**src/design/pts_pkg.sv**
```systemverilog
// Shared types, token codes and character classes of the Pascal token scanner.
// No dependencies; pts_scan, pts_outq and the top level refer to it by scoped names.
`default_nettype none
package pts_pkg;

  localparam int unsigned GRP_SLOTS = 4;
  localparam int unsigned GRP_DEPTH = 4;

  localparam logic [7:0] BOM_B0    = 8'hEF;
  localparam logic [7:0] BOM_B1    = 8'hBB;
  localparam logic [7:0] BOM_B2    = 8'hBF;
  localparam logic [7:0] CH_RBRACE = 8'h7D;
  localparam logic [7:0] CH_QUOTE  = 8'h27;
  localparam logic [7:0] CH_HASH   = 8'h23;
  localparam logic [7:0] CH_LBRACE = 8'h7B;
  localparam logic [7:0] CH_STAR   = 8'h2A;
  localparam logic [7:0] CH_RPAREN = 8'h29;
  localparam logic [7:0] CH_LPAREN = 8'h28;
  localparam logic [7:0] CH_SLASH  = 8'h2F;
  localparam logic [7:0] CH_COLON  = 8'h3A;
  localparam logic [7:0] CH_EQUAL  = 8'h3D;
  localparam logic [7:0] CH_DOT    = 8'h2E;
  localparam logic [7:0] CH_PLUS   = 8'h2B;
  localparam logic [7:0] CH_MINUS  = 8'h2D;
  localparam logic [7:0] CH_LF     = 8'h0A;
  localparam logic [7:0] CH_CR     = 8'h0D;
  localparam logic [7:0] CH_TAB    = 8'h09;
  localparam logic [7:0] CH_SPACE  = 8'h20;
  localparam logic [7:0] CH_LOW_E  = 8'h65;
  localparam logic [7:0] CH_UP_E   = 8'h45;

  localparam logic [4:0] K_STAR   = 5'd0;
  localparam logic [4:0] K_AT     = 5'd1;
  localparam logic [4:0] K_CARET  = 5'd2;
  localparam logic [4:0] K_ASSIGN = 5'd3;
  localparam logic [4:0] K_COLON  = 5'd4;
  localparam logic [4:0] K_COMMA  = 5'd5;
  localparam logic [4:0] K_DOLLAR = 5'd6;
  localparam logic [4:0] K_DOTDOT = 5'd7;
  localparam logic [4:0] K_DOT    = 5'd8;
  localparam logic [4:0] K_EQUAL  = 5'd9;
  localparam logic [4:0] K_GT     = 5'd10;
  localparam logic [4:0] K_LBRACK = 5'd11;
  localparam logic [4:0] K_LT     = 5'd12;
  localparam logic [4:0] K_LPAREN = 5'd13;
  localparam logic [4:0] K_MINUS  = 5'd14;
  localparam logic [4:0] K_PLUS   = 5'd15;
  localparam logic [4:0] K_RBRACK = 5'd16;
  localparam logic [4:0] K_RPAREN = 5'd17;
  localparam logic [4:0] K_SEMI   = 5'd18;
  localparam logic [4:0] K_SLASH  = 5'd19;
  localparam logic [4:0] K_NUMBER = 5'd20;
  localparam logic [4:0] K_IDENT  = 5'd21;
  localparam logic [4:0] K_STRING = 5'd22;
  localparam logic [4:0] K_END    = 5'd23;

  typedef enum logic [17:0] {
    M_START    = 18'h00001,
    M_IDLE     = 18'h00002,
    M_BRACE    = 18'h00004,
    M_PAREN    = 18'h00008,
    M_PSTAR    = 18'h00010,
    M_LINE     = 18'h00020,
    M_COLON    = 18'h00040,
    M_DOT      = 18'h00080,
    M_LPAR     = 18'h00100,
    M_SLASH    = 18'h00200,
    M_NUM      = 18'h00400,
    M_NUM_DOT  = 18'h00800,
    M_NUM_E    = 18'h01000,
    M_NUM_SIGN = 18'h02000,
    M_IDENT    = 18'h04000,
    M_STR_Q    = 18'h08000,
    M_STR_H    = 18'h10000,
    M_STR_GAP  = 18'h20000
  } mode_t;

  typedef struct packed {
    logic [7:0] char_byte;
    logic       stream_end;
  } in_item_t;

  typedef struct packed {
    logic [4:0]  token_kind;
    logic [15:0] token_start;
    logic [15:0] token_length;
    logic        final_token;
  } out_item_t;

  typedef struct packed {
    logic [2:0]                     cnt;
    out_item_t [GRP_SLOTS-1:0]      tok;
  } group_t;

  function automatic logic is_digit(input logic [7:0] b);
    return (b >= 8'h30) && (b <= 8'h39);
  endfunction

  function automatic logic is_alpha(input logic [7:0] b);
    return ((b >= 8'h41) && (b <= 8'h5A)) || ((b >= 8'h61) && (b <= 8'h7A)) || (b == 8'h5F);
  endfunction

  function automatic logic is_space(input logic [7:0] b);
    return (b == CH_SPACE) || (b == CH_TAB) || (b == CH_CR) || (b == CH_LF);
  endfunction

  // {hit, kind} for the one-byte punctuation tokens
  function automatic logic [5:0] single_kind(input logic [7:0] b);
    logic [5:0] r;
    case (b)
      8'h2A:   r = {1'b1, K_STAR};
      8'h40:   r = {1'b1, K_AT};
      8'h5E:   r = {1'b1, K_CARET};
      8'h2C:   r = {1'b1, K_COMMA};
      8'h24:   r = {1'b1, K_DOLLAR};
      8'h3D:   r = {1'b1, K_EQUAL};
      8'h3E:   r = {1'b1, K_GT};
      8'h5B:   r = {1'b1, K_LBRACK};
      8'h3C:   r = {1'b1, K_LT};
      8'h2D:   r = {1'b1, K_MINUS};
      8'h2B:   r = {1'b1, K_PLUS};
      8'h5D:   r = {1'b1, K_RBRACK};
      8'h29:   r = {1'b1, K_RPAREN};
      8'h3B:   r = {1'b1, K_SEMI};
      default: r = 6'd0;
    endcase
    return r;
  endfunction

  function automatic logic [7:0] bom_byte(input logic [1:0] idx);
    logic [7:0] r;
    case (idx)
      2'd0:    r = BOM_B0;
      2'd1:    r = BOM_B1;
      default: r = BOM_B2;
    endcase
    return r;
  endfunction

  // saturating length add
  function automatic logic [15:0] grow(input logic [15:0] s, input logic [1:0] n);
    logic [16:0] t;
    t = {1'b0, s} + {15'd0, n};
    return t[16] ? 16'hFFFF : t[15:0];
  endfunction

  function automatic out_item_t mk_tok(input logic [4:0] k, input logic [15:0] st,
                                       input logic [15:0] len, input logic fin);
    out_item_t r;
    r.token_kind   = k;
    r.token_start  = st;
    r.token_length = len;
    r.final_token  = fin;
    return r;
  endfunction

endpackage
`default_nettype wire

```
**src/design/pts_chan_if.sv**
```systemverilog
// Valid/ready channel carrying one payload item per transaction.
// Payload type comes in as a type parameter, usually from pts_pkg.
`default_nettype none
interface pts_chan_if #(parameter type payload_t = logic);
  logic     valid;
  logic     ready;
  payload_t data;

  modport source (output valid, output data, input ready);
  modport sink   (input valid, input data, output ready);
endinterface
`default_nettype wire

```
**src/design/pts_scan.sv**
```systemverilog
// Scanner state registers and the one-byte step that yields up to four tokens.
// Depends on pts_pkg for modes, token codes and character classes.
`default_nettype none
module pts_scan #(
  parameter int unsigned POSITION_BITS = 16
) (
  input  wire logic              clk,
  input  wire logic              rst_n,
  input  wire logic              step_en,
  input  wire pts_pkg::in_item_t item,
  output pts_pkg::group_t        grp
);

  localparam int unsigned PB = POSITION_BITS;
  localparam int unsigned NSLOT = 9;

  pts_pkg::mode_t  mode_r, mode_nxt, m;
  logic [PB-1:0]   pos_r, pos_nxt, org_r, org_nxt, org, nextp;
  logic [15:0]     span_r, span_nxt, sp;
  logic [1:0]      phase_r, phase_nxt, ph;
  logic [1:0]      la_cnt_r, la_cnt_nxt, cnt;
  logic            sign_r, sign_nxt, sg;
  logic            halted_r, halted_nxt, hlt;
  logic            closed, consumed, cont, last;
  logic [7:0]      b;
  logic [5:0]      sk;
  logic [NSLOT-1:0] slot_v;
  pts_pkg::out_item_t slot_tok [NSLOT];
  logic [3:0]      n;

  function automatic logic [15:0] lo16(input logic [PB-1:0] p);
    logic [31:0] w;
    w = 32'(p);
    return w[15:0];
  endfunction

  always_comb begin
    b     = item.char_byte;
    last  = item.stream_end;
    nextp = pos_r + PB'(1);
    m     = mode_r;
    org   = org_r;
    sp    = span_r;
    ph    = phase_r;
    cnt   = la_cnt_r;
    sg    = sign_r;
    hlt   = halted_r;
    closed   = 1'b0;
    consumed = 1'b0;
    cont     = 1'b0;
    sk       = pts_pkg::single_kind(b);
    slot_v   = '0;
    for (int i = 0; i < NSLOT; i++) begin
      slot_tok[i] = '0;
    end

    // resolve held lookahead before the byte itself
    if (hlt) begin
      consumed = 1'b1;
    end else if (m == pts_pkg::M_START) begin
      consumed = 1'b1;
      if (b == pts_pkg::bom_byte(cnt)) begin
        if (cnt == 2'd2) begin
          cnt = 2'd0;
          m   = pts_pkg::M_IDLE;
        end else begin
          cnt = cnt + 2'd1;
        end
      end else begin
        m = pts_pkg::M_IDLE;
        if (cnt != 2'd0) begin
          slot_v[1]   = 1'b1;
          slot_tok[1] = pts_pkg::mk_tok(pts_pkg::K_END, lo16(pos_r - PB'(cnt)), 16'd0, last);
          hlt    = 1'b1;
          closed = last;
          cnt    = 2'd0;
        end else begin
          consumed = 1'b0;
        end
      end
    end else if (m == pts_pkg::M_NUM_DOT) begin
      if (pts_pkg::is_digit(b)) begin
        sp = pts_pkg::grow(sp, 2'd2);
        ph = 2'd1;
        m  = pts_pkg::M_NUM;
        consumed = 1'b1;
      end else begin
        slot_v[0]   = 1'b1;
        slot_tok[0] = pts_pkg::mk_tok(pts_pkg::K_NUMBER, lo16(org), sp, 1'b0);
        m   = pts_pkg::M_DOT;
        org = pos_r - PB'(1);
        sp  = 16'd1;
      end
    end else if (m == pts_pkg::M_NUM_E) begin
      if (pts_pkg::is_digit(b)) begin
        sp = pts_pkg::grow(sp, 2'd2);
        ph = 2'd2;
        m  = pts_pkg::M_NUM;
        consumed = 1'b1;
      end else if (b == pts_pkg::CH_PLUS || b == pts_pkg::CH_MINUS) begin
        sg = (b == pts_pkg::CH_MINUS);
        m  = pts_pkg::M_NUM_SIGN;
        consumed = 1'b1;
      end else begin
        slot_v[0]   = 1'b1;
        slot_tok[0] = pts_pkg::mk_tok(pts_pkg::K_NUMBER, lo16(org), sp, 1'b0);
        m   = pts_pkg::M_IDENT;
        org = pos_r - PB'(1);
        sp  = 16'd1;
      end
    end else if (m == pts_pkg::M_NUM_SIGN) begin
      if (pts_pkg::is_digit(b)) begin
        sp = pts_pkg::grow(sp, 2'd3);
        ph = 2'd2;
        m  = pts_pkg::M_NUM;
        consumed = 1'b1;
      end else begin
        slot_v[2:0] = 3'b111;
        slot_tok[0] = pts_pkg::mk_tok(pts_pkg::K_NUMBER, lo16(org), sp, 1'b0);
        slot_tok[1] = pts_pkg::mk_tok(pts_pkg::K_IDENT, lo16(pos_r - PB'(2)), 16'd1, 1'b0);
        slot_tok[2] = pts_pkg::mk_tok(sg ? pts_pkg::K_MINUS : pts_pkg::K_PLUS,
                                      lo16(pos_r - PB'(1)), 16'd1, 1'b0);
        m = pts_pkg::M_IDLE;
      end
    end

    // the byte in the current mode
    if (!consumed) begin
      unique case (m)
        pts_pkg::M_IDLE: cont = 1'b1;
        pts_pkg::M_BRACE: begin
          if (b == pts_pkg::CH_RBRACE) m = pts_pkg::M_IDLE;
        end
        pts_pkg::M_PAREN: begin
          if (b == pts_pkg::CH_STAR) m = pts_pkg::M_PSTAR;
        end
        pts_pkg::M_PSTAR: begin
          if (b == pts_pkg::CH_RPAREN) m = pts_pkg::M_IDLE;
          else if (b != pts_pkg::CH_STAR) m = pts_pkg::M_PAREN;
        end
        pts_pkg::M_LINE: begin
          if (b == pts_pkg::CH_LF) m = pts_pkg::M_IDLE;
        end
        pts_pkg::M_COLON: begin
          m = pts_pkg::M_IDLE;
          slot_v[3] = 1'b1;
          if (b == pts_pkg::CH_EQUAL) begin
            slot_tok[3] = pts_pkg::mk_tok(pts_pkg::K_ASSIGN, lo16(org), 16'd2, 1'b0);
          end else begin
            slot_tok[3] = pts_pkg::mk_tok(pts_pkg::K_COLON, lo16(org), 16'd1, 1'b0);
            cont = 1'b1;
          end
        end
        pts_pkg::M_DOT: begin
          m = pts_pkg::M_IDLE;
          slot_v[3] = 1'b1;
          if (b == pts_pkg::CH_DOT) begin
            slot_tok[3] = pts_pkg::mk_tok(pts_pkg::K_DOTDOT, lo16(org), 16'd2, 1'b0);
          end else begin
            slot_tok[3] = pts_pkg::mk_tok(pts_pkg::K_DOT, lo16(org), 16'd1, 1'b0);
            cont = 1'b1;
          end
        end
        pts_pkg::M_LPAR: begin
          if (b == pts_pkg::CH_STAR) begin
            m = pts_pkg::M_PAREN;
          end else begin
            m = pts_pkg::M_IDLE;
            slot_v[3]   = 1'b1;
            slot_tok[3] = pts_pkg::mk_tok(pts_pkg::K_LPAREN, lo16(org), 16'd1, 1'b0);
            cont = 1'b1;
          end
        end
        pts_pkg::M_SLASH: begin
          if (b == pts_pkg::CH_SLASH) begin
            m = pts_pkg::M_LINE;
          end else begin
            m = pts_pkg::M_IDLE;
            slot_v[3]   = 1'b1;
            slot_tok[3] = pts_pkg::mk_tok(pts_pkg::K_SLASH, lo16(org), 16'd1, 1'b0);
            cont = 1'b1;
          end
        end
        pts_pkg::M_NUM: begin
          if (pts_pkg::is_digit(b)) begin
            sp = pts_pkg::grow(sp, 2'd1);
          end else if (b == pts_pkg::CH_DOT && ph == 2'd0) begin
            m = pts_pkg::M_NUM_DOT;
          end else if ((b == pts_pkg::CH_LOW_E || b == pts_pkg::CH_UP_E) && ph != 2'd2) begin
            m = pts_pkg::M_NUM_E;
          end else begin
            m = pts_pkg::M_IDLE;
            slot_v[3]   = 1'b1;
            slot_tok[3] = pts_pkg::mk_tok(pts_pkg::K_NUMBER, lo16(org), sp, 1'b0);
            cont = 1'b1;
          end
        end
        pts_pkg::M_IDENT: begin
          if (pts_pkg::is_alpha(b) || pts_pkg::is_digit(b)) begin
            sp = pts_pkg::grow(sp, 2'd1);
          end else begin
            m = pts_pkg::M_IDLE;
            slot_v[3]   = 1'b1;
            slot_tok[3] = pts_pkg::mk_tok(pts_pkg::K_IDENT, lo16(org), sp, 1'b0);
            cont = 1'b1;
          end
        end
        pts_pkg::M_STR_Q: begin
          sp = pts_pkg::grow(sp, 2'd1);
          if (b == pts_pkg::CH_QUOTE) m = pts_pkg::M_STR_GAP;
        end
        pts_pkg::M_STR_H, pts_pkg::M_STR_GAP: begin
          if (m == pts_pkg::M_STR_H && pts_pkg::is_digit(b)) begin
            sp = pts_pkg::grow(sp, 2'd1);
          end else if (b == pts_pkg::CH_QUOTE) begin
            sp = pts_pkg::grow(sp, 2'd1);
            m  = pts_pkg::M_STR_Q;
          end else if (b == pts_pkg::CH_HASH) begin
            sp = pts_pkg::grow(sp, 2'd1);
            m  = pts_pkg::M_STR_H;
          end else begin
            m = pts_pkg::M_IDLE;
            slot_v[3]   = 1'b1;
            slot_tok[3] = pts_pkg::mk_tok(pts_pkg::K_STRING, lo16(org), sp, 1'b0);
            cont = 1'b1;
          end
        end
        default: begin
          m    = pts_pkg::M_IDLE;
          cont = 1'b1;
        end
      endcase

      // start a new token on this byte
      if (cont) begin
        if (pts_pkg::is_space(b)) begin
          m = pts_pkg::M_IDLE;
        end else if (sk[5]) begin
          slot_v[4]   = 1'b1;
          slot_tok[4] = pts_pkg::mk_tok(sk[4:0], lo16(pos_r), 16'd1, 1'b0);
        end else if (b == pts_pkg::CH_LBRACE) begin
          m = pts_pkg::M_BRACE;
        end else if (b == pts_pkg::CH_SLASH || b == pts_pkg::CH_LPAREN ||
                     b == pts_pkg::CH_COLON || b == pts_pkg::CH_DOT ||
                     b == pts_pkg::CH_QUOTE || b == pts_pkg::CH_HASH ||
                     pts_pkg::is_digit(b) || pts_pkg::is_alpha(b)) begin
          org = pos_r;
          sp  = 16'd1;
          if (b == pts_pkg::CH_SLASH) m = pts_pkg::M_SLASH;
          else if (b == pts_pkg::CH_LPAREN) m = pts_pkg::M_LPAR;
          else if (b == pts_pkg::CH_COLON) m = pts_pkg::M_COLON;
          else if (b == pts_pkg::CH_DOT) m = pts_pkg::M_DOT;
          else if (b == pts_pkg::CH_QUOTE) m = pts_pkg::M_STR_Q;
          else if (b == pts_pkg::CH_HASH) m = pts_pkg::M_STR_H;
          else if (pts_pkg::is_digit(b)) begin
            m  = pts_pkg::M_NUM;
            ph = 2'd0;
          end else m = pts_pkg::M_IDENT;
        end else begin
          slot_v[4]   = 1'b1;
          slot_tok[4] = pts_pkg::mk_tok(pts_pkg::K_END, lo16(pos_r), 16'd0, last);
          hlt    = 1'b1;
          closed = last;
          m      = pts_pkg::M_IDLE;
        end
      end
    end

    // stream end: flush the open token, then close
    if (last && !hlt) begin
      if (m == pts_pkg::M_NUM_DOT || m == pts_pkg::M_NUM_E || m == pts_pkg::M_NUM_SIGN) begin
        slot_v[5]   = 1'b1;
        slot_tok[5] = pts_pkg::mk_tok(pts_pkg::K_NUMBER, lo16(org), sp, 1'b0);
        slot_v[6]   = 1'b1;
        if (m == pts_pkg::M_NUM_DOT) begin
          slot_tok[6] = pts_pkg::mk_tok(pts_pkg::K_DOT, lo16(pos_r), 16'd1, 1'b0);
        end else if (m == pts_pkg::M_NUM_E) begin
          slot_tok[6] = pts_pkg::mk_tok(pts_pkg::K_IDENT, lo16(pos_r), 16'd1, 1'b0);
        end else begin
          slot_tok[6] = pts_pkg::mk_tok(pts_pkg::K_IDENT, lo16(pos_r - PB'(1)), 16'd1, 1'b0);
          slot_v[7]   = 1'b1;
          slot_tok[7] = pts_pkg::mk_tok(sg ? pts_pkg::K_MINUS : pts_pkg::K_PLUS,
                                        lo16(pos_r), 16'd1, 1'b0);
        end
      end else if (m == pts_pkg::M_START) begin
        if (cnt != 2'd0) begin
          slot_v[6]   = 1'b1;
          slot_tok[6] = pts_pkg::mk_tok(pts_pkg::K_END, lo16(nextp - PB'(cnt)), 16'd0, 1'b1);
          closed = 1'b1;
        end
      end else if (m == pts_pkg::M_NUM) begin
        slot_v[6]   = 1'b1;
        slot_tok[6] = pts_pkg::mk_tok(pts_pkg::K_NUMBER, lo16(org), sp, 1'b0);
      end else if (m == pts_pkg::M_IDENT) begin
        slot_v[6]   = 1'b1;
        slot_tok[6] = pts_pkg::mk_tok(pts_pkg::K_IDENT, lo16(org), sp, 1'b0);
      end else if (m == pts_pkg::M_STR_Q || m == pts_pkg::M_STR_H ||
                   m == pts_pkg::M_STR_GAP) begin
        slot_v[6]   = 1'b1;
        slot_tok[6] = pts_pkg::mk_tok(pts_pkg::K_STRING, lo16(org), sp, 1'b0);
      end else if (m == pts_pkg::M_COLON) begin
        slot_v[6]   = 1'b1;
        slot_tok[6] = pts_pkg::mk_tok(pts_pkg::K_COLON, lo16(org), 16'd1, 1'b0);
      end else if (m == pts_pkg::M_DOT) begin
        slot_v[6]   = 1'b1;
        slot_tok[6] = pts_pkg::mk_tok(pts_pkg::K_DOT, lo16(org), 16'd1, 1'b0);
      end else if (m == pts_pkg::M_LPAR) begin
        slot_v[6]   = 1'b1;
        slot_tok[6] = pts_pkg::mk_tok(pts_pkg::K_LPAREN, lo16(org), 16'd1, 1'b0);
      end else if (m == pts_pkg::M_SLASH) begin
        slot_v[6]   = 1'b1;
        slot_tok[6] = pts_pkg::mk_tok(pts_pkg::K_SLASH, lo16(org), 16'd1, 1'b0);
      end
    end
    if (last && !closed) begin
      slot_v[8]   = 1'b1;
      slot_tok[8] = pts_pkg::mk_tok(pts_pkg::K_END, lo16(nextp), 16'd0, 1'b1);
    end

    // pack the valid slots in order, keep the first four
    grp = '0;
    n   = 4'd0;
    for (int i = 0; i < NSLOT; i++) begin
      if (slot_v[i]) begin
        if (n < 4'd4) grp.tok[n[1:0]] = slot_tok[i];
        n = n + 4'd1;
      end
    end
    if (n > 4'd4) begin
      grp.tok[3].final_token = 1'b1;
      grp.cnt = 3'd4;
    end else begin
      grp.cnt = n[2:0];
    end

    // next state; a stream end returns to the reset state
    if (last) begin
      mode_nxt   = pts_pkg::M_START;
      pos_nxt    = '0;
      org_nxt    = '0;
      span_nxt   = 16'd0;
      phase_nxt  = 2'd0;
      la_cnt_nxt = 2'd0;
      sign_nxt   = 1'b0;
      halted_nxt = 1'b0;
    end else begin
      mode_nxt   = m;
      pos_nxt    = nextp;
      org_nxt    = org;
      span_nxt   = sp;
      phase_nxt  = ph;
      la_cnt_nxt = cnt;
      sign_nxt   = sg;
      halted_nxt = hlt;
    end
  end

  always_ff @(posedge clk) begin
    if (!rst_n) begin
      mode_r   <= pts_pkg::M_START;
      pos_r    <= '0;
      org_r    <= '0;
      span_r   <= 16'd0;
      phase_r  <= 2'd0;
      la_cnt_r <= 2'd0;
      sign_r   <= 1'b0;
      halted_r <= 1'b0;
    end else if (step_en) begin
      mode_r   <= mode_nxt;
      pos_r    <= pos_nxt;
      org_r    <= org_nxt;
      span_r   <= span_nxt;
      phase_r  <= phase_nxt;
      la_cnt_r <= la_cnt_nxt;
      sign_r   <= sign_nxt;
      halted_r <= halted_nxt;
    end
  end

endmodule
`default_nettype wire

```
**src/design/pts_outq.sv**
```systemverilog
// Token group queue: holds up to GRP_DEPTH groups and hands out one token per
// transaction. Depends on pts_pkg for group_t and out_item_t.
`default_nettype none
module pts_outq (
  input  wire logic                clk,
  input  wire logic                rst_n,
  input  wire logic                push,
  input  wire pts_pkg::group_t     push_grp,
  output logic                     full,
  output logic                     out_valid,
  input  wire logic                out_ready,
  output pts_pkg::out_item_t       out_item
);

  localparam int unsigned AW = $clog2(pts_pkg::GRP_DEPTH);

  pts_pkg::group_t q_r [pts_pkg::GRP_DEPTH];
  logic [AW-1:0]   wr_ptr_r, rd_ptr_r;
  logic [AW:0]     count_r;
  logic [1:0]      idx_r;
  logic            pop;
  pts_pkg::group_t head;

  assign head      = q_r[rd_ptr_r];
  assign full      = (count_r == (AW+1)'(pts_pkg::GRP_DEPTH));
  assign out_valid = (count_r != '0);
  assign out_item  = head.tok[idx_r];
  assign pop       = out_valid && out_ready && ({1'b0, idx_r} == head.cnt - 3'd1);

  always_ff @(posedge clk) begin
    if (push) q_r[wr_ptr_r] <= push_grp;
  end

  always_ff @(posedge clk) begin
    if (!rst_n) begin
      wr_ptr_r <= '0;
      rd_ptr_r <= '0;
      count_r  <= '0;
      idx_r    <= 2'd0;
    end else begin
      if (push) wr_ptr_r <= wr_ptr_r + AW'(1);
      if (pop) begin
        rd_ptr_r <= rd_ptr_r + AW'(1);
        idx_r    <= 2'd0;
      end else if (out_valid && out_ready) begin
        idx_r <= idx_r + 2'd1;
      end
      if (push && !pop) count_r <= count_r + (AW+1)'(1);
      else if (pop && !push) count_r <= count_r - (AW+1)'(1);
    end
  end

endmodule
`default_nettype wire

```
**src/design/pascal_token_scanner.sv**
```systemverilog
// Top level of the Pascal token scanner: input register, scanner step, token queue.
// Depends on pts_pkg, pts_chan_if, pts_scan and pts_outq.
//
// Takes one source byte per transaction and reports Pascal tokens (kind, start
// offset, length) as soon as each token's last byte is known. An input byte is
// captured in an input register and processed from there once the token queue
// has room, so a new byte is accepted every cycle while it has room; the queue
// holds four groups, a group being the zero to four tokens one byte produces.
// The output delivers one token per cycle while the receiver is ready, so the
// tokens of one byte leave in turn. Whitespace, comments and a leading byte-order
// mark give no tokens; the final byte of a stream closes it with an end token.
`default_nettype none
module pascal_token_scanner #(
  parameter int unsigned POSITION_BITS = 16
) (
  input  wire logic  clk,
  input  wire logic  rst_n,
  pts_chan_if.sink   in_ch,
  pts_chan_if.source out_ch
);

  logic              stg_v_r;
  pts_pkg::in_item_t stg_r;
  logic              adv, q_full;
  pts_pkg::group_t   grp;
  pts_pkg::out_item_t out_item;

  assign adv         = stg_v_r && !q_full;
  assign in_ch.ready = !stg_v_r || adv;

  always_ff @(posedge clk) begin
    if (!rst_n) begin
      stg_v_r <= 1'b0;
    end else if (in_ch.ready) begin
      stg_v_r <= in_ch.valid;
    end
  end

  always_ff @(posedge clk) begin
    if (in_ch.ready && in_ch.valid) stg_r <= in_ch.data;
  end

  pts_scan #(
    .POSITION_BITS(POSITION_BITS)
  ) u_scan (
    .clk    (clk),
    .rst_n  (rst_n),
    .step_en(adv),
    .item   (stg_r),
    .grp    (grp)
  );

  // drop groups without tokens
  pts_outq u_outq (
    .clk      (clk),
    .rst_n    (rst_n),
    .push     (adv && (grp.cnt != 3'd0)),
    .push_grp (grp),
    .full     (q_full),
    .out_valid(out_ch.valid),
    .out_ready(out_ch.ready),
    .out_item (out_item)
  );

  assign out_ch.data = out_item;

endmodule
`default_nettype wire
```
**src/flat_wrapper.sv**
```systemverilog
// flat-port wrapper written by rule: the top's interface ports become plain ports
module pascal_token_scanner_flat 
#(
  parameter int unsigned POSITION_BITS = 16
)
  (clk, rst_n, in_ch_valid, in_ch_data, in_ch_ready, out_ch_valid, out_ch_data, out_ch_ready);
  pts_chan_if in_ch_i ();
  pts_chan_if out_ch_i ();
  input  wire logic clk;
  input  wire logic rst_n;
  input wire logic [$bits(in_ch_i.valid)-1:0] in_ch_valid;
  input wire logic [$bits(in_ch_i.data)-1:0] in_ch_data;
  output wire logic [$bits(in_ch_i.ready)-1:0] in_ch_ready;
  output wire logic [$bits(out_ch_i.valid)-1:0] out_ch_valid;
  output wire logic [$bits(out_ch_i.data)-1:0] out_ch_data;
  input wire logic [$bits(out_ch_i.ready)-1:0] out_ch_ready;
  assign in_ch_i.valid = in_ch_valid;
  assign in_ch_i.data = in_ch_data;
  assign in_ch_ready = in_ch_i.ready;
  assign out_ch_valid = out_ch_i.valid;
  assign out_ch_data = out_ch_i.data;
  assign out_ch_i.ready = out_ch_ready;
  pascal_token_scanner #(.POSITION_BITS(POSITION_BITS)) u_core (.clk(clk), .rst_n(rst_n), .in_ch(in_ch_i), .out_ch(out_ch_i));
endmodule
```
**config.mk**
```make
export PLATFORM = sky130hd
export DESIGN_NAME = pascal_token_scanner_flat
export DESIGN_NICKNAME = d
export VERILOG_FILES = /design/src/design/pts_pkg.sv /design/src/design/pts_chan_if.sv /design/src/design/pts_scan.sv /design/src/design/pts_outq.sv /design/src/design/pascal_token_scanner.sv /design/src/flat_wrapper.sv
export SDC_FILE = /design/constraint.sdc
export NUM_CORES = 1
export LEC_CHECK = 0
export ABC_AREA = 1
export BUFFER_PORTS_ARGS = -buffer_cell sky130_fd_sc_hd__buf_2
export CAP_MARGIN = 20
export CORE_MARGIN = 4
export CORE_UTILIZATION = 60
export CTS_BUF_LIST = sky130_fd_sc_hd__clkbuf_4
export DETAILED_ROUTE_END_ITERATION = 8
export PLACE_DENSITY = 0.82
export SLEW_MARGIN = 5
export SYNTH_ARGS = -nofsm -noshare
export SYNTH_HDL_FRONTEND = slang
export SYNTH_SLANG_ARGS = --single-unit
```
**constraint.sdc**
```tcl
create_clock -name clk -period 6.75 [get_ports clk]
set_input_delay 0 -clock clk [delete_from_list [all_inputs] [get_ports clk]]
set_output_delay 0 -clock clk [all_outputs]
set_load 0.005 [all_outputs]
```
* Word-level counts from Yosys, hierarchy flattened
Memories as Yosys holds them, arrays and structs flattened. A register that Yosys moved wholly into a read port is not among the register bits.
Cells that the tools add are included.
** Operators by class
- Bitwise operators :: 1
- Reduce and logical (&&, ||, !) cells :: 41
- Muxes and demuxes :: 178
- Equal/unequal tests :: 35
- Shifts and indexed selects :: 0
- $lt $le $gt $ge :: 26
- Add/subtract/negate cells :: 21
- Div/mod/pow operators :: 0
- $mul :: 0
** Operators by type and width (count)
- 152-bit 2-to-1 mux :: 16
- 152-bit bitwise mux :: 8
- 38-bit 2-to-1 mux :: 31
- 38-bit demux with 2-bit select :: 8
- 114-bit 2-to-1 mux :: 3
- 38-bit case mux with 7 select lines :: 1
- 76-bit 2-to-1 mux :: 3
- 16-bit 2-to-1 mux :: 14
- 18-bit 2-to-1 mux :: 10
- 38-bit binary-select mux with 2-bit select :: 1
- 37-bit 2-to-1 mux :: 2
- 1-bit 2-to-1 mux :: 51
- 18-bit by 1-bit == test with 1-bit output (second input constant) :: 2
- 18-bit by 10-bit == test with 1-bit output (second input constant) :: 2
- 18-bit by 11-bit == test with 1-bit output (second input constant) :: 2
- 18-bit by 12-bit == test with 1-bit output (second input constant) :: 2
- 18-bit by 13-bit == test with 1-bit output (second input constant) :: 2
- 18-bit by 14-bit == test with 1-bit output (second input constant) :: 2
- 18-bit by 15-bit == test with 1-bit output (second input constant) :: 2
- 18-bit by 16-bit == test with 1-bit output (second input constant) :: 2
- 18-bit by 17-bit == test with 1-bit output (second input constant) :: 2
- 18-bit == test (second input constant) :: 2
- 18-bit by 7-bit == test with 1-bit output (second input constant) :: 2
- 18-bit by 8-bit == test with 1-bit output (second input constant) :: 2
- 42 further kinds :: 130
** Storage, ports and cells
- Bits in writable memories :: 620
- Memories :: 1
- Register bits after elaboration :: 81
- Latch bits :: 0
- ROM bits :: 0
- Output and inout bits :: 3
- Input bits :: 5
** Memories
- u_core.u_outq.q_r :: words 4, bits a word 155, read ports 1, clocked after Yosys merged registers in 1, wr ports 1, RTL line pts_outq.sv:17 : pts_pkg::group_t q_r [pts_pkg::GRP_DEPTH];

* Depth between registers and ports, before layout
Gate-level depths: netlist (run 1).
- Depth after elaboration :: 40
- Gate-level depth with buffers :: 39
- Depth with buffers taken out :: 39

* Modules after synthesis
From an unflattened synthesis (run 1), not the netlist that was laid out.
** Second synthesis, totals
- Cells, all modules :: 5370
- Area total of the unflattened synthesis :: 43229.0 um2
** Modules (own cells, without submodules)
- pts_outq :: area an instance 24375.9 um2, cells an instance 1728, sequential area each 18838.1 um2, times used 1
- pts_scan :: area an instance 18745.5 um2, cells an instance 3629, sequential area each 1441.4 um2, times used 1
- pascal_token_scanner :: area an instance 107.6 um2, cells an instance 13, sequential area each 50.0 um2, times used 1

* Least setup slack after synthesis (run 1)
Ideal clock, no wire load.
- Kind :: reg2reg
- Start point :: register u_core.u_scan.mode_r[8]
- End point :: register u_core.u_outq.count_r[1]
- Stages on the path, launching flop included :: 37
- Arrival time :: 5172 ps
- Clock period less this slack :: 5292 ps
- Setup slack :: 1458 ps
- Path buffers :: 0
- Cells stage by stage :: dfxtp_1 nor2_2 nand3_2 nor2_1 nand3_1 nor2_1 inv_1 nor2_1 nor2_1 inv_1 ha_1 xor2_1 inv_1 ha_1 or2_1 nand2_2 inv_1 ha_1 nand2_1 o21a_1 ha_1 nand3_1 nand2_1 inv_1 ha_1 inv_1 nor2_2 nor2_1 a21oi_2 nand3_4 nand2_1 inv_1 ha_1 inv_1 fa_1 o21ai_0 a21oi_1
** Between the ends
- Longest elaborated chain between the ends :: 35
- Elaborated cells on any way between the ends :: 125
- Classes of those cells :: add/sub (8); order compare (1); eq/ne (31); mux (67); reduce/logical (18)
** RTL lines
- from (decl) :: RTL line pts_scan.sv:17 : pts_pkg::mode_t mode_r, mode_nxt, m;
- from (signal assigned) :: RTL line pts_scan.sv:360 : mode_r <= pts_pkg::M_START;
- from (signal assigned) :: RTL line pts_scan.sv:369 : mode_r <= mode_nxt;
- branches (longest 27 deep; another with 4-bit by 1-bit adder with 4-bit output)
- 4-bit 2-to-1 mux (*) :: RTL line pts_scan.sv:324 : if (slot_v[i]) begin
- 4-bit by 3-bit greater-than comparator with 1-bit output :: RTL line pts_scan.sv:329 : if (n > 4'd4) begin
- 3-bit 2-to-1 mux (*) :: RTL line pts_scan.sv:329
- 3-bit nonzero test (*) :: RTL line pascal_token_scanner.sv:57 : .push (adv && (grp.cnt != 3'd0)),
- 1-bit logical AND (*) :: RTL line pascal_token_scanner.sv:57
- net u_core.u_outq.push :: RTL line pts_outq.sv:7 : input wire logic push,
- 1-bit logical NOT :: RTL line pts_outq.sv:49 : else if (pop && !push) count_r <= count_r - (AW+1)'(1);
- 1-bit logical AND :: RTL line pts_outq.sv:49
- 2-bit nonzero test (no source line)
- to (signal assigned) :: RTL line pts_outq.sv:48 : if (push && !pop) count_r <= count_r + (AW+1)'(1);
- to (signal assigned) :: RTL line pts_outq.sv:49
- to (decl) :: RTL line pts_outq.sv:19 : logic [AW:0] count_r;
Mark *: on every way through the listed nets, which the timed path passes. The select of a mux whose other input is x is not followed.
A chain may end at the register's enable or synchronous reset.

* Worst setup path after layout (run 1)
- Start point :: register u_core.u_scan.mode_r[8]
- End point :: register u_core.u_outq.count_r[2]
Same word-level chain as after synthesis.

==> flow_metrics.tcl, run 1 <==
set metrics [dict create \
    outcome "finished clean" \
    worstPathRequired_ns 7.06 \
    p_leak_nw 1.85 \
    firstDrtPassIters 5 \
    syn_nets 506 \
    coreArea_sq_um 6060 \
    cts_resized 0 \
    final_common_cell "nand2_1" \
    grt_pass1_vias 3115 \
    insertedDiodeCount 0 \
    finalSetupViolations 0 \
    vias 3238 \
    slew_headroom_pct 28.7 \
    final_cell_mix "81 x nand2_1, 66 x inv_1, 66 x nor2_1" \
    cp_slowest_cell "fa_1" \
    wl_per_cell_microns 14.3 \
    cts-htree-levels 3 \
    worst-r2r-cell-count 38 \
    boundaryPins 8 \
    drtIter0Drc 258 \
    die_area_sq_um 7700 \
    cts_buffer_depth 2 \
    via_per_inst 5.60 \
    synth_compound_area_share_pct 11.7 \
    stdcell_area_sq_um 4090 \
    synth_seq_area_share_pct 40.1 \
    drc 0 \
    final_max_slew_viol_count 0 \
    fill_cells 496 \
    synth_warnings 0 \
    ys_types 43 \
    rsz0062_at_grt "false" \
    finClkSkew_ns 0.00970 \
    root_buffer "clkbuf_4" \
    synthSimpleGateAreaFrac_pct 31.9 \
    irDropWorstVdd_mv 0.201 \
    async_flop_share_pct 0 \
    synth.avg_cell_area_sq_um 7.94 \
    fin_total_pwr_w 0.000803 \
    grt_overflow 0 \
    grt_usage_pct 23.8 \
    endpoint_kind "flop" \
    worst-slew-pin-transition_ns 1.06 \
    finalCriticalPeriod_ns 6.04 \
    start_kind "flop" \
    synth_area_sq_um 3820 \
    cpMostUsedCell "inv_1" \
    timing.rr.end "u_core.u_outq.count_r[2]" \
    antenna_left 0 \
    synth_fa_ha_area_share_pct 6.75 \
    gp_congestion 0.936 \
    yosys.area_share.xor_xnor_pct 2.06 \
    antenna_found_initial 0 \
    p_per_area_nw_per_um2 196 \
    hold_violations 0 \
    reg2reg_from "u_core.u_scan.mode_r[8]" \
    layout.nets 523 \
    initial_core_util_pct 63.0 \
    syn_to_final_growth_pct 7.21 \
    synth_mux_area_share_pct 0 \
    crit_end "u_core.u_outq.count_r[2]" \
    finalCritPeriodShare_pct 89.5 \
    whs_ns 0.305 \
    yosys_register_bits 62 \
    cts_buffers 9 \
    clk_pin_slew_ns 0.11 \
    cts_tree "yes" \
    startpoint "u_core.u_scan.mode_r[8]" \
    routed_wl_microns 8280 \
    synth_edf_count 29 \
    crit_arrival_ns 6.35 \
    grt_start_max_net_pins 17 \
    cts_sinks 62 \
    fmax_mhz 166 \
    dpl_cell_area_sq_um 3930 \
    clock_latency_ns 0.42 \
    rows 28 \
    die_x_microns 87.8 \
    syn-instance-count 481 \
    cp_max_fo 6 \
    crit_path_max_incr_delay_ns 0.38 \
    drv_cap 0 \
    drive_gt1_share_pct 15.5 \
    synth_top_family_by_area "simple AND/OR/NAND/NOR gates" \
    port_buffers 7 \
    critPathKind "reg -> reg" \
    hp-class "in -> reg" \
    fin_tns_setup_ns 0 \
    grt_pass1_wl_microns 14200 \
    die_y_microns 87.8 \
    regToRegSetupSlack_ns 0.71 \
    synthFlopType "dfxtp_1" \
    dp.final_hpwl_microns 6120 \
]
[worst min-delay path by stage]
stage / startpoint / end / slack, ns / depth (start not counted)
3_5_place_dp: in_ch_data / u_core.stg_r[0] / 0.18 / 1
6_report: in_ch_data / u_core.stg_r[0] / 0.31 / 2
5_1_grt: in_ch_data / u_core.stg_r[0] / 0.29 / 2
2_1_floorplan: in_ch_data / u_core.stg_r[0] / 0.1 / 0
4_1_cts: in_ch_data / u_core.stg_r[0] / 0.28 / 2
3_3_place_gp: in_ch_data / u_core.stg_r[0] / 0.18 / 1
[cell families (layout without fill, tap and decap cells)]
kind of cell    Yosys count  count (layout)
compound gates           67              67
xor+xnor                  9               9
fa+ha+maj                20              20
buf+inv                  76              98
flops                    62              62
simple gates            247             247
[synthesized netlist by cell type, types with 2 or more instances]
cell	instances	share of area, %
a21oi_1	20	2.6
a21oi_2	2	0.46
a32o_1	5	1.3
clkbuf_1	6	0.59
dfxtp_1	33	17
edfxtp_1	29	23
ha_1	19	6.2
inv_1	66	6.5
inv_2	3	0.29
nand2_1	81	8.0
nand2_2	20	3.3
nand3_1	34	4.5
nand3_2	4	1.0
nand3_4	2	0.92
nand4_1	9	1.5
nor2_1	66	6.5
nor2_2	7	1.1
nor2_4	5	1.5
nor3_1	11	1.4
o21a_1	2	0.39
o21ai_0	22	2.9
o21ai_4	2	0.85
o221ai_1	2	0.46
o22ai_1	3	0.49
o31ai_1	2	0.39
or2_2	2	0.33
xnor2_1	2	0.46
xor2_1	7	1.6
[routing by layer]
metal | track usage (%) | part of all wire (%) | vias up
li1 | - | - | 1620
met1 | 31.3 | 46 | 1512
met2 | 38.4 | 47 | 94
met3 | 5.93 | 6.2 | 12
met4 | 8.09 | 1.6 | 0
met5 | 0 | 0 | -
[final cells by class]
type	instances	area (sq um)	share of cell area, %
Inverter	69	259	6.33
Multi-Input combinational cell	343	2000	48.9
Timing Repair Buffer	13	92.6	2.26
Sequential cell	62	1530	37.4
Clock inverter	7	48.8	1.19
Tap cell	75	93.8	2.29
Clock buffer	9	67.6	1.65
[metrics by stage]
stage | cells | utilization (%) | worst slack, ns
floorplan | 481 | - | 1.46
finish | 578 | 67.5 | 0.708
CTS | 578 | 67.5 | 0.760
global route | 578 | 67.5 | 0.137
detailed placement | 557 | 64.8 | 0.801
global placement | 557 | 64.8 | 1.13
[critical path, delay by kind of cell, from the launching register on]
kind / cells / cell delay (ns)
AOI/OAI and AO/OA: 6 / 0.73
xor gates and xnor gates: 1 / 0.22
adders and majority gates: 7 / 1.76
buffers and inverters: 8 / 0.61
DFF: 1 / 0.35
and+or+nand+nor: 16 / 2.23
[sequential cells by signal, summed over array words and instances, names as in the netlist, named ones only]
signal	cells
u_core.u_outq.idx_r	2
u_core.u_outq.rd_ptr_r	2
u_core.u_outq.q_r	28
u_core.u_scan.halted_r	1
u_core.u_scan.mode_r	18
u_core.stg_v_r	1
u_core.u_outq.count_r	3
u_core.u_outq.wr_ptr_r	2
u_core.u_scan.la_cnt_r	2
u_core.stg_r	1
[repair_timing]
| item | CTS | global route |
|---|---|---|
| hold endpoints to repair | 21 | 0 |
| hold buffers | 5 | 0 |
| buffers inserted | 0 | 0 |
[power breakdown]
group          internal, W  switching (W)
Sequential        0.000413      0.0000186
Combinational    0.0000563      0.0000981
Clock            0.0000751       0.000143
Total             0.000544       0.000259
Power figures use the tool's default switching activity.
==> run 2, diff against run 1 <==
--- a/config.mk
+++ b/config.mk
@@ -9,10 +9,10 @@
 export BUFFER_PORTS_ARGS = -buffer_cell sky130_fd_sc_hd__buf_2
 export CAP_MARGIN = 20
 export CORE_MARGIN = 4
-export CORE_UTILIZATION = 60
+export CORE_UTILIZATION = 65
 export CTS_BUF_LIST = sky130_fd_sc_hd__clkbuf_4
 export DETAILED_ROUTE_END_ITERATION = 8
-export PLACE_DENSITY = 0.82
+export PLACE_DENSITY = 0.87
 export SLEW_MARGIN = 5
 export SYNTH_ARGS = -nofsm -noshare
 export SYNTH_HDL_FRONTEND = slang
==> run 2 against run 1 <==
Net effect: sequential power is essentially flat; fmax increased by 1.7%; largest power group unchanged; utilization up 5.3 points; critical path type unchanged; combinational power hardly changed; via count unchanged; sequential cell count did not move; global-route usage increased by 0.27 points; die area down 7.0%.
==> flow_metrics.tcl, run 2 (synthesis results as in run 1) <==
set metrics [dict create \
    outcome "finished clean" \
    endpoint_kind "flop" \
    cts_sinks 62 \
    crit_family "simple AND/OR/NAND/NOR gates" \
    p_leak_nw 1.85 \
    drv_cap 0 \
    final_cell_mix "81 x nand2_1, 66 x inv_1, 66 x nor2_1" \
    die_x_microns 84.6 \
    vias 3238 \
    min_from "in_ch_data" \
    grt_overflow 0 \
    cp_max_fo 6 \
    fill_cells 398 \
    fin_total_pwr_w 0.000820 \
    crit_path_max_incr_delay_ns 0.38 \
    regArea_sq_um 1530 \
    finalCriticalPeriod_ns 5.94 \
    slew_headroom_pct 29.3 \
    gp_congestion 0.920 \
    fmax_mhz 168 \
    initial_core_util_pct 68.1 \
    final_common_cell "nand2_1" \
    cts_tree "yes" \
    top_regs "u_core.u_outq.q_r: 28 flops, u_core.u_scan.mode_r: 18 flops, u_core.u_outq.count_r: 3 flops" \
    root_buffer "clkbuf_4" \
    fin_tns_setup_ns 0 \
    cts-htree-levels 3 \
    hold_violations 0 \
    clk_pin_slew_ns 0.11 \
    cpMostUsedCell "inv_1" \
    internal_power_w 0.000574 \
    routed_wl_microns 8200 \
    finClkSkew_ns 0.0125 \
    irDropWorstVdd_mv 0.123 \
    p_per_area_nw_per_um2 201 \
    critPathKind "reg -> reg" \
    finalCritPeriodShare_pct 88.0 \
    cp_num_buf_inv 8 \
    p_sw_w 0.000246 \
    cp_slowest_cell "fa_1" \
    crit_arrival_ns 6.21 \
    start_kind "flop" \
    die_y_microns 84.6 \
    insertedDiodeCount 0 \
    drc 0 \
    startpoint "u_core.u_scan.mode_r[8]" \
    swShare_pct 30.0 \
    pwr-share-comb_pct 18.7 \
    multi_input_area_sq_um 2000 \
    boundaryPins 8 \
    layout.nets 522 \
    top_register "u_core.u_outq.q_r" \
    finalSetupViolations 0 \
    cts_buffer_depth 2 \
    wl_per_cell_microns 14.3 \
    final_max_slew_viol_count 0 \
    antenna_left 0 \
    coreArea_sq_um 5610 \
    hp-class "in -> reg" \
    port_buffers 7 \
    grt_usage_pct 24.1 \
    worstPathRequired_ns 7.02 \
    dp.final_hpwl_microns 6100 \
    grt_start_max_net_pins 17 \
    worst-slew-pin-transition_ns 1.06 \
    pwr-share-clk_pct 28.6 \
    grt_pass1_vias 3070 \
    p_seq_share_pct 52.7 \
    rsz0062_at_grt "false" \
    reg2reg_from "u_core.u_scan.mode_r[8]" \
    place_ws_ns 0.901 \
    clock_latency_ns 0.39 \
    fin_util_pct 72.8 \
    drive_gt1_share_pct 15.0 \
    syn_to_final_growth_pct 6.98 \
    fin_ws_ns 0.810 \
    whs_ns 0.339 \
    via_per_inst 5.65 \
    firstDrtPassIters 5 \
    largest_reg_flops 28 \
    grt_pass1_wl_microns 13900 \
    die_area_sq_um 7160 \
    drtIter0Drc 223 \
    rows 27 \
    antenna_found_initial 0 \
    cts_buffers 9 \
    cts_resized 0 \
]
==> run 2: cell types whose count changed in the layout (fill, tap and decap cells not counted), sizes merged <==
cell,previous run,this run
clkinvlp,3,1
dlygate4sd3,5,4
clkinv,3,4
bufinv,0,1
inv,70,69
==> run 2: power groups by stage <==
stage          clock network, W  logic, W  registers [W]
5_1_grt                0.000255  0.000173       0.000435
3_5_place_dp                  0  0.000147       0.000440
4_1_cts                0.000237  0.000150       0.000432
6_report               0.000235  0.000153       0.000432
2_1_floorplan                 0  0.000116       0.000432
3_3_place_gp                  0  0.000142       0.000439
==> run 2: cell type report <==
class / instances / area share, %
clock buffer: 9 / 1.65
clock inverter: 6 / 1.32
inverter: 69 / 6.34
multi-input combinational: 343 / 49.0
sequential: 62 / 37.5
tap: 72 / 2.21
timing repair buffer: 12 / 2.02
==> run 2: stage by stage <==
step | instance area [sq um] | cells
floorplan | 3820 | 481
global placement | 3920 | 554
detailed placement | 3920 | 554
CTS | 4090 | 573
global route | 4090 | 573
finish | 4090 | 573
==> run 2: worst paths after layout <==
kind                            slack, ns  cells past startpoint                   endpoint
worst min register to register       0.44                      2  u_core.u_scan.la_cnt_r[1]
worst max-delay path                 0.81                     38   u_core.u_outq.count_r[2]
worst max register to register       0.81                     38   u_core.u_outq.count_r[2]
worst min-delay path                 0.34                      2            u_core.stg_r[0]
==> run 2: per-layer routing <==
layer  GRT usage (%)  part of all wire (%)  vias to the layer above
li1                -                     -                     1619
met1            33.2                    44                     1484
met2            37.2                    46                      117
met3            5.00                   7.9                       18
met4            9.21                   2.2                        0
met5               0                     0                        -
==> run 2: worst register-to-register path, delay by kind of cell (launching register included) <==
family,cells,cell delay [ns]
and+or+nand+nor,16,2.26
adders and majority gates,7,1.75
AOI/OAI and AO/OA,6,0.65
DFF,1,0.35
buffers and inverters,8,0.59
xor gates and xnor gates,1,0.20
==> run 2: timing repair <==
item,4_1_cts,5_1_grt
setup buffers,0,0
hold buffers,4,0
hold endpoints to repair,11,0
==> run 3, diff against run 2 <==
--- a/config.mk
+++ b/config.mk
@@ -9,10 +9,10 @@
 export BUFFER_PORTS_ARGS = -buffer_cell sky130_fd_sc_hd__buf_2
 export CAP_MARGIN = 20
 export CORE_MARGIN = 4
-export CORE_UTILIZATION = 65
+export CORE_UTILIZATION = 48
 export CTS_BUF_LIST = sky130_fd_sc_hd__clkbuf_4
 export DETAILED_ROUTE_END_ITERATION = 8
-export PLACE_DENSITY = 0.87
+export PLACE_DENSITY = 0.69
 export SLEW_MARGIN = 5
 export SYNTH_ARGS = -nofsm -noshare
 export SYNTH_HDL_FRONTEND = slang
==> run 3 against run 2 <==
Net effect: via count fell by 2.2%; sequential share of layout area fell by 0.70 points; combinational power barely moved; wire length fell by 0.43%; die area rose by 32%; global-route usage fell by 5.9 points; sequential cell count did not move; clock power rose by 23%; clock skew rose by 0.011 ns; fmax rose by 0.35%; highest routed layer unchanged; largest power group unchanged; utilization fell by 19 points.
==> flow_metrics.tcl, run 3 (synthesis results as in run 1) <==
set metrics [dict create \
    reg2reg_from "u_core.u_scan.mode_r[8]" \
    die_area_sq_um 9450 \
    port_buffers 7 \
    insertedDiodeCount 0 \
    cts_sinks 62 \
    grt_overflow 0 \
    boundaryPins 8 \
    rsz0062_at_grt "false" \
    crit_arrival_ns 6.21 \
    critPathKind "reg -> reg" \
    cts_buffers 9 \
    largest_reg_flops 28 \
    gp_congestion 0.902 \
    timing.rr.end "u_core.u_outq.count_r[2]" \
    slew_headroom_pct 29.7 \
    endpoint_kind "flop" \
    p_leak_nw 1.87 \
    final_max_slew_viol_count 0 \
    grt_pass1_vias 3020 \
    fin_cells 604 \
    whs_ns 0.314 \
    via_per_inst 5.24 \
    outcome "finished clean" \
    top_register "u_core.u_outq.q_r" \
    antenna_left 0 \
    cts_buffer_depth 2 \
    cp.depth 37 \
    grt_start_max_net_pins 17 \
    cp_num_buf_inv 7 \
    vias 3166 \
    cp_slowest_cell "fa_1" \
    rows 32 \
    regToRegSetupSlack_ns 0.83 \
    drtIter0Drc 229 \
    cp_max_fo 6 \
    worst-slew-pin-transition_ns 1.05 \
    firstDrtPassIters 5 \
    final_cell_mix "81 x nand2_1, 66 x inv_1, 66 x nor2_1" \
    hold_violations 0 \
    top_regs "u_core.u_outq.q_r: 28 flops, u_core.u_scan.mode_r: 18 flops, u_core.u_outq.count_r: 3 flops" \
    routed_wl_microns 8170 \
    drive_gt1_share_pct 15.7 \
    wl_per_cell_microns 13.5 \
    final_common_cell "nand2_1" \
    antenna_found_initial 0 \
    hp-class "in -> reg" \
    drv_cap 0 \
    cts-htree-levels 3 \
    grt_pass1_wl_microns 14000 \
    irDropWorstVdd_mv 0.0757 \
    crit_path_max_incr_delay_ns 0.37 \
    die_y_microns 97.2 \
    worstPathRequired_ns 7.04 \
    clk_pin_slew_ns 0.10 \
    worst-r2r-cell-count 37 \
    cpMostUsedCell "inv_1" \
    cts_tree "yes" \
    die_x_microns 97.2 \
    stdcell_area_sq_um 4160 \
    cts_resized 0 \
    startpoint "u_core.u_scan.mode_r[8]" \
    drc 0 \
    finalCritPeriodShare_pct 87.7 \
    crit_family "simple AND/OR/NAND/NOR gates" \
    coreArea_sq_um 7730 \
    dpl_cell_area_sq_um 3960 \
    fin_tns_setup_ns 0 \
    p_per_area_nw_per_um2 210 \
    layout.nets 522 \
    crit_end "u_core.u_outq.count_r[2]" \
    syn_to_final_growth_pct 9.01 \
    finalSetupViolations 0 \
    dp.final_hpwl_microns 6030 \
    fmax_mhz 169 \
    place_inst 584 \
    clock_latency_ns 0.41 \
    root_buffer "clkbuf_4" \
    start_kind "flop" \
    grt_usage_pct 18.1 \
    finalCriticalPeriod_ns 5.92 \
    initial_core_util_pct 49.4 \
    finClkSkew_ns 0.0237 \
]
## run 3: cell count changes in the layout (fill, tap and decap cells not counted)
cell and delta:
bufinv_16 +1, clkbuf_4 +1, clkinv_1 -3, clkinv_2 +1, clkinv_4 +1
## run 3: area by class of cell
class,count,area [sq um]
Clock buffer,10,75.1
Sequential cell,62,1530
Tap cell,102,128
Fill cell,702,3560
Multi-Input combinational cell,343,2000
Inverter,69,259
Clock inverter,6,86.3
Timing Repair Buffer,12,82.6
## run 3: stage by stage
| step | util [%] | power [W] | worst slack (ns) |
|---|---|---|---|
| floorplan | - | 0.000548 | 1.46 |
| global placement | 51.3 | 0.000584 | 1.13 |
| detailed placement | 51.3 | 0.000588 | 0.898 |
| CTS | 53.9 | 0.000881 | 0.850 |
| global route | 53.9 | 0.000922 | 0.194 |
| finish | 53.9 | 0.000873 | 0.831 |
## run 3: repair_timing
item,4_1_cts,5_1_grt
setup endpoints to repair,0,0
hold buffers,4,0
endpoints found under the hold margin,18,0
setup buffers,0,0
## run 3: how the worst min path moves through the flow
| stage | to | cells after the start | slack (ns) | startpoint |
|---|---|---|---|---|
| after floorplan | u_core.stg_r[0] | 0 | 0.1 | in_ch_data |
| after global placement | u_core.stg_r[0] | 1 | 0.18 | in_ch_data |
| after detailed placement | u_core.stg_r[0] | 1 | 0.18 | in_ch_data |
| after CTS | u_core.stg_r[0] | 2 | 0.29 | in_ch_data |
| after global routing | u_core.stg_r[0] | 2 | 0.30 | in_ch_data |
| final | u_core.stg_r[0] | 2 | 0.31 | in_ch_data |
## run 3: layer usage
metal | global-route usage, % | share of wire [%] | vias up
met1 | 24.7 | 49 | 1435
li1 | - | - | 1621
met3 | 3.59 | 5.1 | 14
met4 | 6.91 | 1.6 | 0
met2 | 28.4 | 44 | 96
met5 | 0 | 0 | -
## run 3: where the power goes
group | switching, W | total [W] | internal (W)
clock | 0.000136 | 0.000290 | 0.000154
combinational | 0.0000971 | 0.000152 | 0.0000545
sequential | 0.0000188 | 0.000431 | 0.000413
total | 0.000252 | 0.000873 | 0.000621
## run 3: worst register-to-register path, delay by kind of cell (launching register included)
| family | cells | cell delay [ns] |
|---|---|---|
| XOR/XNOR | 1 | 0.21 |
| buffers and inverters | 7 | 0.52 |
| adder cells (fa/ha/maj) | 7 | 1.83 |
| flip-flops | 1 | 0.34 |
| AND/OR/NAND/NOR | 17 | 2.27 |
| AO/OA/AOI/OAI | 5 | 0.63 |
